===== src/hdl/lrfb_pkg.sv =====
// Package for the line raster framebuffer engine.
// Holds the shared types, action and mode codes and geometry defaults.
// No dependencies.
package lrfb_pkg;

    localparam int WIDTH_DEF  = 84;
    localparam int HEIGHT_DEF = 48;
    localparam int QUEUE_DEPTH = 2;

    typedef enum logic [1:0] {
        ACT_LINE  = 2'd0,
        ACT_READ  = 2'd1,
        ACT_CLEAR = 2'd2,
        ACT_RANGE = 2'd3
    } action_t;

    typedef enum logic [1:0] {
        MODE_OFF  = 2'd0,
        MODE_ON   = 2'd1,
        MODE_XOR  = 2'd2,
        MODE_KEEP = 2'd3
    } mode_t;

    // One classified command passed from the front end to the back end.
    typedef struct packed {
        action_t     act;
        logic [7:0]  x0;
        logic [7:0]  y0;
        logic [7:0]  x1;
        logic [7:0]  y1;
        logic [8:0]  ax;      // |x1-x0|
        logic [8:0]  ay;      // |y1-y0|
        logic        sx_neg;
        logic        sy_neg;
        mode_t       mode;
        logic [8:0]  ridx;
    } cmd_t;

    typedef enum logic [3:0] {
        ST_INIT,
        ST_IDLE,
        ST_PLOT,
        ST_RD_WAIT,
        ST_WRITE,
        ST_STEP,
        ST_READ_WAIT,
        ST_READ_DONE,
        ST_CLEAR,
        ST_RANGE_DIV,
        ST_RESULT
    } be_state_t;

endpackage


===== src/hdl/lrfb_front.sv =====
// Front end: accepts input transactions, classifies them and queues them.
// Uses lrfb_pkg.
module lrfb_front
    import lrfb_pkg::*;
#(
    parameter int DEPTH = QUEUE_DEPTH
) (
    input  logic       clk,
    input  logic       rst_n,
    input  logic       valid,
    output logic       ready,
    input  logic [1:0] action,
    input  logic [7:0] start_x,
    input  logic [7:0] start_y,
    input  logic [7:0] end_x,
    input  logic [7:0] end_y,
    input  logic [1:0] draw_mode,
    input  logic [8:0] read_index,
    output logic       cmd_valid,
    input  logic       cmd_ready,
    output cmd_t       cmd
);
    localparam int AW = (DEPTH > 1) ? $clog2(DEPTH) : 1;

    cmd_t          q_reg [DEPTH];
    logic [AW-1:0] wp_reg, rp_reg;
    logic [AW:0]   cnt_reg;
    cmd_t          c;
    logic          push, pop;

    // Classify: absolute deltas and step directions
    always_comb
    begin
        c.act    = action_t'(action);
        c.x0     = start_x;
        c.y0     = start_y;
        c.x1     = end_x;
        c.y1     = end_y;
        c.sx_neg = end_x < start_x;
        c.sy_neg = end_y < start_y;
        c.ax     = c.sx_neg ? {1'b0, start_x - end_x} : {1'b0, end_x - start_x};
        c.ay     = c.sy_neg ? {1'b0, start_y - end_y} : {1'b0, end_y - start_y};
        c.mode   = mode_t'(draw_mode);
        c.ridx   = read_index;
    end

    assign ready     = cnt_reg != (AW+1)'(DEPTH);
    assign cmd_valid = cnt_reg != '0;
    assign cmd       = q_reg[rp_reg];
    assign push      = valid && ready;
    assign pop       = cmd_valid && cmd_ready;

    always_ff @(posedge clk)
    begin
        if (push)
            q_reg[wp_reg] <= c;
    end

    // Queue pointers
    always_ff @(posedge clk or negedge rst_n)
    begin
        if (!rst_n)
        begin
            wp_reg  <= '0;
            rp_reg  <= '0;
            cnt_reg <= '0;
        end
        else
        begin
            if (push)
                wp_reg <= (wp_reg == AW'(DEPTH-1)) ? '0 : wp_reg + 1'b1;
            if (pop)
                rp_reg <= (rp_reg == AW'(DEPTH-1)) ? '0 : rp_reg + 1'b1;
            cnt_reg <= cnt_reg + (AW+1)'(push) - (AW+1)'(pop);
        end
    end
endmodule


===== config.mk =====
export PLATFORM = sky130hd
export DESIGN_NAME = lrfb_front
export DESIGN_NICKNAME = d
export VERILOG_FILES = /design/src/hdl/lrfb_pkg.sv /design/src/hdl/lrfb_front.sv
export SDC_FILE = /design/constraint.sdc
export NUM_CORES = 1
export LEC_CHECK = 0
export CORE_MARGIN = 1.5
export CORE_UTILIZATION = 55
export CTS_CLUSTER_DIAMETER = 40
export DETAILED_ROUTE_END_ITERATION = 10
export DONT_BUFFER_PORTS = 1
export GPL_ROUTABILITY_DRIVEN = 0
export GPL_TIMING_DRIVEN = 0
export PLACE_DENSITY = 0.7
export SYNTH_ARGS = -nofsm -noshare
export SYNTH_HDL_FRONTEND = slang
export SYNTH_SLANG_ARGS = --single-unit

===== constraint.sdc =====
create_clock -name clk -period 10.9 [get_ports clk]
set_input_delay 1.09 -clock clk [delete_from_list [all_inputs] [get_ports clk]]
set_output_delay 1.09 -clock clk [all_outputs]
set_load 0.01 [all_outputs]

Word level (Yosys, flattened, before mapping) --
Memory sizes are Yosys's and may differ from the RTL's. Cells that the tools add are included.
Storage, ports and cells: output and inout bits 67, word-level logic and storage cells 24, memory bits (writable) 126, register bits 4, memories 1, input port bits 49
Memories:
- q_reg | depth 2, bits a word 63, read ports 1, clocked after memory_dff 0, wr ports 1, line lrfb_front.sv:25 | cmd_t q_reg [DEPTH];
Operators by class: equal/unequal tests 1, add/subtract/negate cells 8, muxes and demuxes 6, $lt $le $gt $ge 2, reduce and logical (&&, ||, !) cells 3
Operator list (count):
- 8-bit subtractor | 4
- 8-bit < comparator | 2
- 8-bit two-way mux | 2
- 1-bit two-way mux | 4
- 1-bit adder, second input constant | 2
- 2-bit by 1-bit adder with 2-bit output | 1
- 1-bit logical AND | 2
- 2-bit != test, second input constant | 1
- 2-bit nonzero test | 1
- 2-bit by 1-bit subtractor with 2-bit output | 1

Logic depth before layout (Yosys ltp) --
Gate-level depths: netlist of run 1.
depth in word-level cells 4, gate-level depth with buffers 8, depth with buffers taken out 8

Worst setup path after synthesis of run 1 --
No wires, ideal clock.
path kind input -> register, start input valid, end memory q_reg[0][0] (netlist name), enable pin, arrival 3.821 ns, stages 2, data required time 10.416 ns, path slack 6.594 ns, library setup time 0.484 ns, path through nand2_1 -> nor2_1
On the way: word-level cells in the longest chain between the ends 3
Ends and longest elaborated chain:
- start: declaration | line lrfb_front.sv:10 | input logic valid,
- 1-bit logical AND | line lrfb_front.sv:50 | assign push = valid && ready;
- 1-bit two-way mux | line lrfb_front.sv:55 | if (push)
- 1-bit two-way mux (implied by the code) | line lrfb_front.sv:56 | q_reg[wp_reg] <= c;
- end: declaration | line lrfb_front.sv:25
Every way passes these cells.

==> results.md, run 1 <==
- Setup Buffers After CTS: 0
- Status: finished clean
- RSZ-0062 raised after global routing: false
- Clk Latency, worst-skew pair: 0.52 ns
- CTS Hold Bufs: 0
- Worst Hold Class: in2async
- Crit. path cell count: 3
- Worst path cell trace: clkbuf_1 -> buf_2 -> mux2_2
- Post-synth EDFFs: 126
- Wire per inst: 19.24 µm
- Filler instances: 795
- Syn Area/Cell: 15.68 µm²
- CP max stage cell: mux2_2
- Data arrival time of the critical path: 2.02 ns
- Final setup fails: 0
- Final period utilization: 28.53%
- Clk root buf: clkbuf_8
- TritonCTS clock tree: built
- Starting Density: 56.28%
- Number of flip-flops in the largest register: 126
- Crit Path Category: reg2out
- Final Critical Period: 3.110 ns
- Crit-path leading delay family: buffers and inverters
- Site Rows: 38
- Final Max Slew Viols: 0
- Via density: 5.585
- Worst reg2reg startpoint: cnt_reg[1]$_DFF_PN0_
- Async SR Flop Fraction: 3.077%
- Commonest non-fill, non-tap cell in the layout: edfxtp_1
- Final worst slack: 7.790 ns
- Die width: 108.3 µm
- YS warnings: 0
- CP bufs+invs: 2
- Worst reg2reg path endpoint: q_reg[1][7]$_DFFE_PP_
- PD cells: 249.5 nW/µm²
- H-tree Lvls: 4
- Port bufs: 0
- Share of total power in combinational logic: 27.1%
- Seq pwr share: 42.2%
- Routed Antenna Nets: 0
- Dpl hpwl: 7638 µm
- DR iter-0 viols: 149
- Relative slew slack: 38.33%
- Vias in the first global route: 3,254
- Crit path capture type: output port
- Setup_tns: 0 ns
- Most frequent cells in the layout: 126 x edfxtp_1, 63 x mux2_2, 36 x ha_1, 34 x inv_1, 20 x a21oi_1
- # IOs: 116
- Sequential element share of the synthesized area: 63.66%
- DRC Markers: 0
- Worst-path clk slew: 0.06 ns
- Floorplan die height: 108.3 µm
- Max stage delay on crit path: 0.43 ns
- Max IR drop VDD: 0.0001784 V
- Fin. Hold Viols: 0
- Nets: 500
- CTS Buf Count: 17
- Synth Instances: 389
- Ys flop type: edfxtp_1
- Crit Path Max Fanout: 10
- Internal power: 0.001223 W
- Core Area: 10,840 µm²
- Worst Reg2Reg Path Length in Cells: 2
- Top-area cell type share of the netlist area: 62.02%
- Tightest Pin Transition: 0.9251 ns
- Clock network power share: 30.7%
- Crit path capture: cmd[27]
- Via count: 3,150
- Die area: 11,730 µm²
- Net Sw Frac: 28.88%
- Clock skew: 0.006717 ns
- Post-CTS sizing: 0
- Post-synth top area cell: edfxtp_1
- Antenna diode count: 0
- Grt ovf: 0
- Leak pwr: 2.607 nW
- FF-to-FF setup slack: 9.07 ns
- Share of cells above drive strength 1: 25.47%
- Hold WS: 0.2606 ns
- Area contributors post-synth: edfxtp_1 62%, mux2_2 12%, ha_1 7.4%
- CTS sink count: 130
- Global-route wire length before repair: 16,700 µm
- WP data required: 9.81 ns
- Maxcap violations: 0
- Post-synth cell types: 45
- GRT Resource Usage Total: 19.76%
- Post-Route WL: 10,850 µm
- Dpl ws: 7.844 ns
- Largest net degree at the start of global routing: 64
- Beginning of the critical path: rp_reg$_DFFE_PN0P_
- Max Freq: 321.5 MHz
- Yosys reg bits: 130
- Syn-to-layout area delta: 12.96%
- Psw: 0.0004966 W
- DRT Pass-1 Iters: 6
- Cell Area, Synth: 6101 µm²
- Initial antenna violation count: 0
- Startpoint types: flip-flop
- Longest Clk Path Bufs: 2
[Yosys cell counts, types with 2 or more instances]
master     number
o21bai_1        2
inv_1          34
buf_4           2
o2bb2ai_1       2
a221oi_1        2
and2_1          3
a21boi_0        4
clkbuf_1        2
edfxtp_1      126
nand2_1        13
fa_1            4
mux2_2         63
nor2_1          2
o21ai_0         9
a21o_1          2
ha_1           36
dfrtp_1         4
mux2i_1        10
nand3b_1        2
xor2_1          9
a31oi_1         3
o211a_1         2
a21oi_1        20
nor2b_1         2
buf_2           6
xnor2_1         6
[power groups by stage]
stage	sequential, W	clock, W	combinational [W]
after global routing	0.000735	0.000555	0.000507
after floorplan	0.000733	0	0.000366
final	0.000726	0.000528	0.000466
after CTS	0.000727	0.000538	0.000478
after detailed placement	0.000736	0	0.000475
after global placement	0.000743	0	0.000453
[layout make-up]
type,instances,area [µm²],area share (%)
sequential,130,3884,56.35
multi-input combinational,215,2049,29.74
clock buffer,27,481.7,6.990
tap,140,175.2,2.542
inverter,35,131.4,1.906
clock inverter,5,77.57,1.126
buffer,10,52.55,0.7625
timing repair buffer,2,40.04,0.5810
[cell families after synthesis]
| kind of cell | after synthesis | share of synthesized area, % |
|---|---|---|
| other | 1 | 0.06147 |
| flip-flops | 130 | 63.66 |
| adder cells (fa/ha/maj) | 40 | 8.696 |
| XOR/XNOR | 15 | 2.153 |
| AO/OA/AOI/OAI | 54 | 6.214 |
| buffers and inverters | 45 | 3.015 |
| multiplexers | 73 | 13.27 |
| AND/OR/NAND/NOR | 31 | 2.933 |
[how the worst min path moves through the flow]
stage                            to                  from  cells past startpoint
2_1_floorplan  cnt_reg[1]$_DFF_PN0_  cnt_reg[1]$_DFF_PN0_                      1
3_3_place_gp     wp_reg$_DFFE_PN0P_    wp_reg$_DFFE_PN0P_                      1
3_5_place_dp   cnt_reg[1]$_DFF_PN0_  cnt_reg[1]$_DFF_PN0_                      1
4_1_cts        cnt_reg[0]$_DFF_PN0_                 rst_n                      0
5_1_grt        cnt_reg[0]$_DFF_PN0_                 rst_n                      0
6_report       cnt_reg[0]$_DFF_PN0_                 rst_n                      0
[per-stage QoR]
stage,std cells,total power [W],cell area [µm²],util (%)
6_report,564,0.001719,6892,63.57
3_3_place_gp,530,0.001196,6280,57.93
4_1_cts,564,0.001743,6892,63.57
2_1_floorplan,390,0.001100,6105,-
5_1_grt,564,0.001797,6892,63.57
3_5_place_dp,532,0.001211,6332,58.41
[worst reg2reg max path, delay by kind of cell (launching register included)]
kind             cells  cell delay (ns)
DFF                  1             0.40
and+or+nand+nor      2             0.96
[layer usage]
layer / routed length, µm / GRT usage, % / vias up / part of all wire [%]
met4: 179 / 8.459 / 0 / 1.6
met2: 5263 / 32.32 / 93 / 48
met1: 4573 / 24.08 / 1554 / 42
met5: 0 / 0 / - / 0
met3: 837 / 6.570 / 13 / 7.7
li1: - / - / 1490 / -
(Power assumes the default switching activity.)
==> run 2, diff against run 1 <==
Clock period 10.9 ns to 3.1 ns, I/O delays scaled along.
==> run 2 against run 1 <==
Largest power group unchanged; sequential power grew to 3.5 times the previous value; flip-flop and latch count stayed put; critical endpoint is now cmd[49]; routed wire length is 4.8% higher; clock-buffer cell count is 6 lower; total power grew to 3.6 times the previous value; utilization is 4.5 points higher; clock skew is 0.0035 ns lower; critical path depth stayed put.
==> results.md, run 2 (synthesis results as in run 1) <==
- Status: finished clean (unchanged)
- Die area: 11,730 µm² (unchanged)
- Final setup fails: 0 (unchanged)
- Post-Route WL: 11,380 µm (was 10,850 µm)
- CP bufs+invs: 2 (unchanged)
- Worst Hold Class: in2reg (was in2async)
- Initial antenna violation count: 0 (unchanged)
- CP max stage cell: mux2_2 (unchanged)
- CTS sink count: 130 (unchanged)
- Longest Clk Path Bufs: 2 (unchanged)
- DR iter-0 viols: 130 (was 149)
- WHS Path Cells: 2
- Post-CTS sizing: 0 (unchanged)
- Startpoint types: flip-flop (unchanged)
- Endpoint, Worst Hold: rp_reg$_DFFE_PN0P_
- GRT Resource Usage Total: 20.51% (was 19.76%)
- Relative slew slack: 41.17% (was 38.33%)
- Worst reg2reg startpoint: cnt_reg[1]$_DFF_PN0_ (unchanged)
- Routed Antenna Nets: 0 (unchanged)
- Worst-path clk slew: 0.06 ns (about the same)
- Worst reg2reg path endpoint: q_reg[0][19]$_DFFE_PP_ (was q_reg[1][7]$_DFFE_PP_)
- Clk root buf: clkbuf_8 (unchanged)
- Crit Path Category: reg2out (unchanged)
- Final period utilization: 76.05%
- Largest net degree at the start of global routing: 64 (unchanged)
- Max IR drop VDD: 0.0008797 V (was 0.0001784 V)
- WP data required: 2.79 ns (was 9.81 ns)
- Clock skew: 0.003230 ns (was 0.006717 ns)
- Max stage delay on crit path: 0.43 ns (about the same)
- Most frequent cells in the layout: 126 x edfxtp_1, 63 x mux2_2, 46 x dlygate4sd3_1, 36 x ha_1, 34 x inv_1 (was 126 x edfxtp_1, 63 x mux2_2, 36 x ha_1, 34 x inv_1, 20 x a21oi_1)
- Die width: 108.3 µm (unchanged)
- Commonest non-fill, non-tap cell in the layout: edfxtp_1 (unchanged)
- RSZ-0062 raised after global routing: false (unchanged)
- Data arrival time of the critical path: 2.05 ns (was 2.02 ns)
- Crit Path Max Fanout: 10 (unchanged)
- Share of cells above drive strength 1: 23.40% (was 25.47%)
- Final Critical Period: 2.358 ns
- Worst path cell trace: clkbuf_1 -> buf_2 -> mux2_2 (unchanged)
- Site Rows: 38 (unchanged)
- Fin. Hold Viols: 0 (unchanged)
- Post-DP Area: 6347 µm² (was 6332 µm²)
- Nets: 546 (was 500)
- FF-to-FF setup slack: 0.98 ns (was 9.07 ns)
- DRC Markers: 0 (unchanged)
- Dpl hpwl: 7547 µm (was 7638 µm)
- Grt ovf: 0 (unchanged)
- Vias in the first global route: 3,467 (was 3,254)
- CTS Hold Bufs: 46 (was 0)
- Maxcap violations: 0 (unchanged)
- Floorplan die height: 108.3 µm (unchanged)
- Core Area: 10,840 µm² (unchanged)
- CTS Buf Count: 17 (unchanged)
- Tightest Pin Transition: 0.8825 ns (was 0.9251 ns)
- PD cells: 839.4 nW/µm² (was 249.5 nW/µm²)
- Global-route wire length before repair: 17,370 µm (was 16,700 µm)
- Wire per inst: 18.65 µm (was 19.24 µm)
- Final Max Slew Viols: 0 (unchanged)
- # IOs: 116 (unchanged)
- Antenna diode count: 0 (unchanged)
- Cell area after layout: 7375 µm² (was 6892 µm²)
- Leak pwr: 2.809 nW (was 2.607 nW)
- Worst Reg2Reg Path Length in Cells: 5 (was 2)
- Crit-path leading delay family: buffers and inverters (unchanged)
- Max Freq: 424.2 MHz
- H-tree Lvls: 4 (unchanged)
- Clk Latency, worst-skew pair: 0.52 ns (about the same)
- Setup Buffers After CTS: 0 (unchanged)
- Via count: 3,365 (was 3,150)
- Starting Density: 56.28% (unchanged)
- Number of flip-flops in the largest register: 126 (unchanged)
- Hold_sp: cmd_ready
- Via density: 5.516 (was 5.585)
- Hold WS: 0.04577 ns (was 0.2606 ns)
- Port bufs: 0 (unchanged)
- TritonCTS clock tree: built (unchanged)
- DRT Pass-1 Iters: 5 (was 6)
- Crit path capture type: output port (unchanged)
- Syn-to-layout area delta: 20.88% (was 12.96%)
==> run 2: cell types whose count changed in the layout (fill, tap and decap cells not counted), sizes merged <==
cell	before	now
dlygate4sd3	0	46
clkbuf	29	23
clkinv	2	6
bufinv	2	3
clkinvlp	1	2
==> run 2: per-layer routing <==
| metal | up-vias | wire, µm | track usage (%) |
|---|---|---|---|
| met5 | - | 0 | 0 |
| met4 | 0 | 244 | 9.398 |
| met3 | 24 | 813 | 6.510 |
| met2 | 110 | 5398 | 32.87 |
| met1 | 1652 | 4921 | 25.53 |
| li1 | 1579 | - | - |
==> run 2: report_power, final <==
group          switching, W  internal, W
sequential        0.0000960      0.00245
combinational       0.00103     0.000693
clock              0.000701      0.00122
total               0.00183      0.00436
==> run 2: how the worst max path moves through the flow <==
stage,from,to,slack [ns],cells after the start
after floorplan,cnt_reg[1]$_DFF_PN0_,q_reg[0][0]$_DFFE_PP_,0.37,3
after global placement,cnt_reg[1]$_DFF_PN0_,q_reg[0][20]$_DFFE_PP_,-0.56,3
after detailed placement,end_y[0],q_reg[1][15]$_DFFE_PP_,0.77,8
after CTS,rp_reg$_DFFE_PN0P_,cmd[49],0.72,3
after global routing,rp_reg$_DFFE_PN0P_,cmd[49],0.64,3
final,rp_reg$_DFFE_PN0P_,cmd[49],0.74,3
==> run 2: cell type report <==
type / count / area (µm²)
Clock inverter: 11 / 137.6
Buffer: 10 / 52.55
Timing Repair Buffer: 48 / 515.5
Inverter: 35 / 131.4
Fill cell: 782 / 3466
Multi-Input combinational cell: 215 / 2049
Clock buffer: 21 / 429.2
Sequential cell: 130 / 3884
Tap cell: 140 / 175.2
==> run 2: through the flow <==
step                      util, %  total power [W]  TNS, ns  setup slack [ns]  instances
after floorplan                 -         0.003859        0            0.3711        390
after global placement      57.95         0.004195   -50.31           -0.5592        530
after detailed placement    58.55         0.004278        0            0.7673        532
after CTS                   68.03         0.006258        0            0.7177        610
after global routing        68.03         0.006474        0            0.6414        610
final                       68.03         0.006191        0            0.7425        610
==> run 3, diff against run 2 <==
Settings changed: ABC_AREA set to 1, PLACE_DENSITY 0.7 to 0.73.
Clock period 3.1 ns to 1.9 ns, I/O delays scaled along.
==> run 3 against run 2 <==
Synthesized cell count is 69% higher; clock-buffer cell count is 2 lower; sequential power is 62% higher; clock power is 71% higher; total power is 74% higher; setup slack worse by 0.63 ns; critical path type unchanged; critical endpoint is now cmd[44]; largest cell class unchanged; largest power group unchanged.
==> results.md, run 3 <==
- GRT Resource Usage Total: 23.41% (was 20.51%)
- Starting Density: 56.60% (was 56.28%)
- Final setup fails: 0 (unchanged)
- # IOs: 116 (unchanged)
- Number of flip-flops in the largest register: 126 (unchanged)
- Net Sw Frac: 35.10% (was 29.52%)
- Max IR drop VDD: 0.001091 V (was 0.0008797 V)
- DRC Markers: 0 (unchanged)
- Post-synth top area cell: edfxtp_1 (unchanged)
- Psw: 0.003777 W (was 0.001828 W)
- Port bufs: 0 (unchanged)
- Syn Area/Cell: 9.863 µm² (was 15.68 µm²)
- Largest net degree at the start of global routing: 29 (was 64)
- Floorplan die height: 111.6 µm (was 108.3 µm)
- Site Rows: 39 (was 38)
- Non-Filler Instances: 886 (was 610)
- Antenna diode count: 0 (unchanged)
- CTS Buf Count: 17 (unchanged)
- FF-to-FF setup slack: 0.14 ns (was 0.98 ns)
- Internal power: 0.006985 W (was 0.004363 W)
- CTS sink count: 130 (unchanged)
- Final Max Slew Viols: 0 (unchanged)
- Data arrival time of the critical path: 1.60 ns (was 2.05 ns)
- Setup Buffers After CTS: 0 (unchanged)
- Crit path capture type: output port (unchanged)
- Clock network power share: 30.6% (was 31.0%)
- Maxcap violations: 0 (unchanged)
- Die area: 12,460 µm² (was 11,730 µm²)
- Grt ovf: 0 (unchanged)
- Area contributors post-synth: edfxtp_1 58%, nand2_1 18%, ha_1 6.9% (was edfxtp_1 62%, mux2_2 12%, ha_1 7.4%)
- Worst Hold Class: in2async (was in2reg)
- Status: finished clean (unchanged)
- Final period utilization: 94.26%
- YS warnings: 0 (unchanged)
- H-tree Lvls: 4 (unchanged)
- Max stage delay on crit path: 0.36 ns (was 0.43 ns)
- WP data required: 1.71 ns (was 2.79 ns)
- Crit Path Max Fanout: 10 (unchanged)
- Worst Reg2Reg Path Length in Cells: 6 (was 5)
- Syn-to-layout area delta: 21.67% (was 20.88%)
- Synth Instances: 658 (was 389)
- Leak pwr: 3.634 nW (was 2.809 nW)
- Cell Area, Synth: 6490 µm² (was 6101 µm²)
- Nets: 819 (was 546)
- Async SR Flop Fraction: 3.077% (unchanged)
- Seq pwr share: 38.5% (was 41.2%)
- Worst-path clk slew: 0.06 ns (about the same)
- Post-synth cell types: 30 (was 45)
- Core Area: 11,470 µm² (was 10,840 µm²)
- Tightest Pin Transition: 0.5588 ns (was 0.8825 ns)
- Dpl hpwl: 9571 µm (was 7547 µm)
- TritonCTS clock tree: built (unchanged)
- Longest Clk Path Bufs: 2 (unchanged)
- Cells after DPL: 806 (was 532)
- Fin. Hold Viols: 0 (unchanged)
- Vias in the first global route: 4,527 (was 3,467)
- Routed Antenna Nets: 0 (unchanged)
- Beginning of the critical path: rp_reg$_DFFE_PN0P_ (unchanged)
- Post-DP Area: 6790 µm² (was 6347 µm²)
- Via density: 5.174 (was 5.516)
- Via count: 4,584 (was 3,365)
- Worst path cell trace: buf_2 -> clkbuf_2 -> nand2_1 -> nand2_1 (was clkbuf_1 -> buf_2 -> mux2_2)
- Sequential element share of the synthesized area: 59.84% (was 63.66%)
- Startpoint types: flip-flop (unchanged)
- Post-synth top cells: 311 x nand2_1, 126 x edfxtp_1, 73 x inv_1 (was 126 x edfxtp_1, 63 x mux2_2, 36 x ha_1)
- Most frequent cells in the layout: 309 x nand2_1, 126 x edfxtp_1, 72 x inv_1, 48 x dlygate4sd3_1, 36 x ha_1 (was 126 x edfxtp_1, 63 x mux2_2, 46 x dlygate4sd3_1, 36 x ha_1, 34 x inv_1)
- Final Critical Period: 1.791 ns
- Initial antenna violation count: 0 (unchanged)
- Crit path top cell by count: nand2_1
- Final Core Density: 68.86% (was 68.03%)
- Clk root buf: clkbuf_16 (was clkbuf_8)
- Max Freq: 558.4 MHz
- Most frequent cell after synthesis: nand2_1 (was edfxtp_1)
- Clock skew: 0.01443 ns (was 0.003230 ns)
- Clk Latency, worst-skew pair: 0.43 ns (was 0.52 ns)
- Commonest non-fill, non-tap cell in the layout: nand2_1 (was edfxtp_1)
- Crit Path Category: reg2out (unchanged)
- Worst reg2reg path endpoint: q_reg[1][39]$_DFFE_PP_ (was q_reg[0][19]$_DFFE_PP_)
- Yosys reg bits: 130 (unchanged)
- Post-Route WL: 14,110 µm (was 11,380 µm)
- Post-synth EDFFs: 126 (unchanged)
- Top-area cell type share of the netlist area: 58.30% (was 62.02%)
- Global-route wire length before repair: 22,210 µm (was 17,370 µm)
- Share of cells above drive strength 1: 10.09% (was 23.40%)
- Share of total power in combinational logic: 31.0% (was 27.8%)
- DRT Pass-1 Iters: 5 (unchanged)
- Die width: 111.6 µm (was 108.3 µm)
- Relative slew slack: 62.66% (was 41.17%)
- DR iter-0 viols: 340 (was 130)
- Wire per inst: 15.92 µm (was 18.65 µm)
- Cell area after layout: 7896 µm² (was 7375 µm²)
- PD cells: 1363 nW/µm² (was 839.4 nW/µm²)
- RSZ-0062 raised after global routing: false (unchanged)
- Worst reg2reg startpoint: cnt_reg[0]$_DFF_PN0_ (was cnt_reg[1]$_DFF_PN0_)
- Ys flop type: edfxtp_1 (unchanged)
- CP max stage cell: clkbuf_2 (was mux2_2)
==> run 3: timing repair <==
item                                   in CTS  in global routing
endpoints found under the hold margin      96                  0
pin swaps                                   0                  1
hold buffers                               48                  0
setup endpoints to repair                  33                 71
gates resized for setup                     4                 11
==> run 3: power by group through the flow <==
stage	clock [W]	sequential, W	combinational (W)
final	0.00329	0.00414	0.00333
after detailed placement	0	0.00419	0.00319
after floorplan	0	0.00418	0.00226
after global routing	0.00345	0.00419	0.00372
after CTS	0.00331	0.00414	0.00331
after global placement	0	0.00421	0.00295
==> run 3: how the worst max path moves through the flow <==
stage                                   to  slack (ns)  cells after the start
finish                             cmd[44]        0.11                      4
global route        q_reg[1][54]$_DFFE_PP_       0.009                      6
CTS                                cmd[12]       0.002                      4
detailed placement  q_reg[1][28]$_DFFE_PP_        0.05                     11
global placement    q_reg[1][55]$_DFFE_PP_       -0.51                      4
floorplan            q_reg[1][0]$_DFFE_PP_       -0.03                      4
==> run 3: kinds of logic after synthesis <==
kind of cell	Yosys count	share of synthesized area, %
simple gates	354	21.77
flops	130	59.84
buf+inv	97	6.208
fa+ha+maj	40	8.174
compound gates	21	1.928
xor+xnor	15	2.024
other cells	1	0.05778
==> run 3: per-layer routing <==
metal	vias up	share of wire (%)	GRT usage, %
li1	2242	-	-
met1	2116	42	29.07
met2	197	47	37.76
met3	29	9.0	8.873
met4	0	1.9	8.270
met5	-	0	0
==> run 3: metrics by stage <==
stage / worst slack (ns) / total power (W) / hold slack (ns) / TNS, ns
finish: 0.1091 / 0.01076 / 0.02903 / 0
global route: 0.008814 / 0.01136 / 0.04441 / 0
CTS: 0.002323 / 0.01076 / 0.03179 / 0
detailed placement: 0.05129 / 0.007387 / -0.1055 / 0
global placement: -0.5110 / 0.007158 / -0.1055 / -62.64
floorplan: -0.03179 / 0.006437 / -0.1056 / -2.003
==> run 3: critical path, delay by kind of cell, from the launching register on <==
kind / cells / cell delay [ns]
buffers and inverters: 2 / 0.58
DFF: 1 / 0.32
and+or+nand+nor: 2 / 0.26
==> run 3: cell type report <==
class,instances,area [µm²]
Timing Repair Buffer,52,568.0
Tap cell,143,178.9
Inverter,76,292.8
Sequential cell,130,3884
Clock buffer,19,442.9
Buffer,21,132.6
Fill cell,798,3571
Clock inverter,13,160.2
Multi-Input combinational cell,432,2237
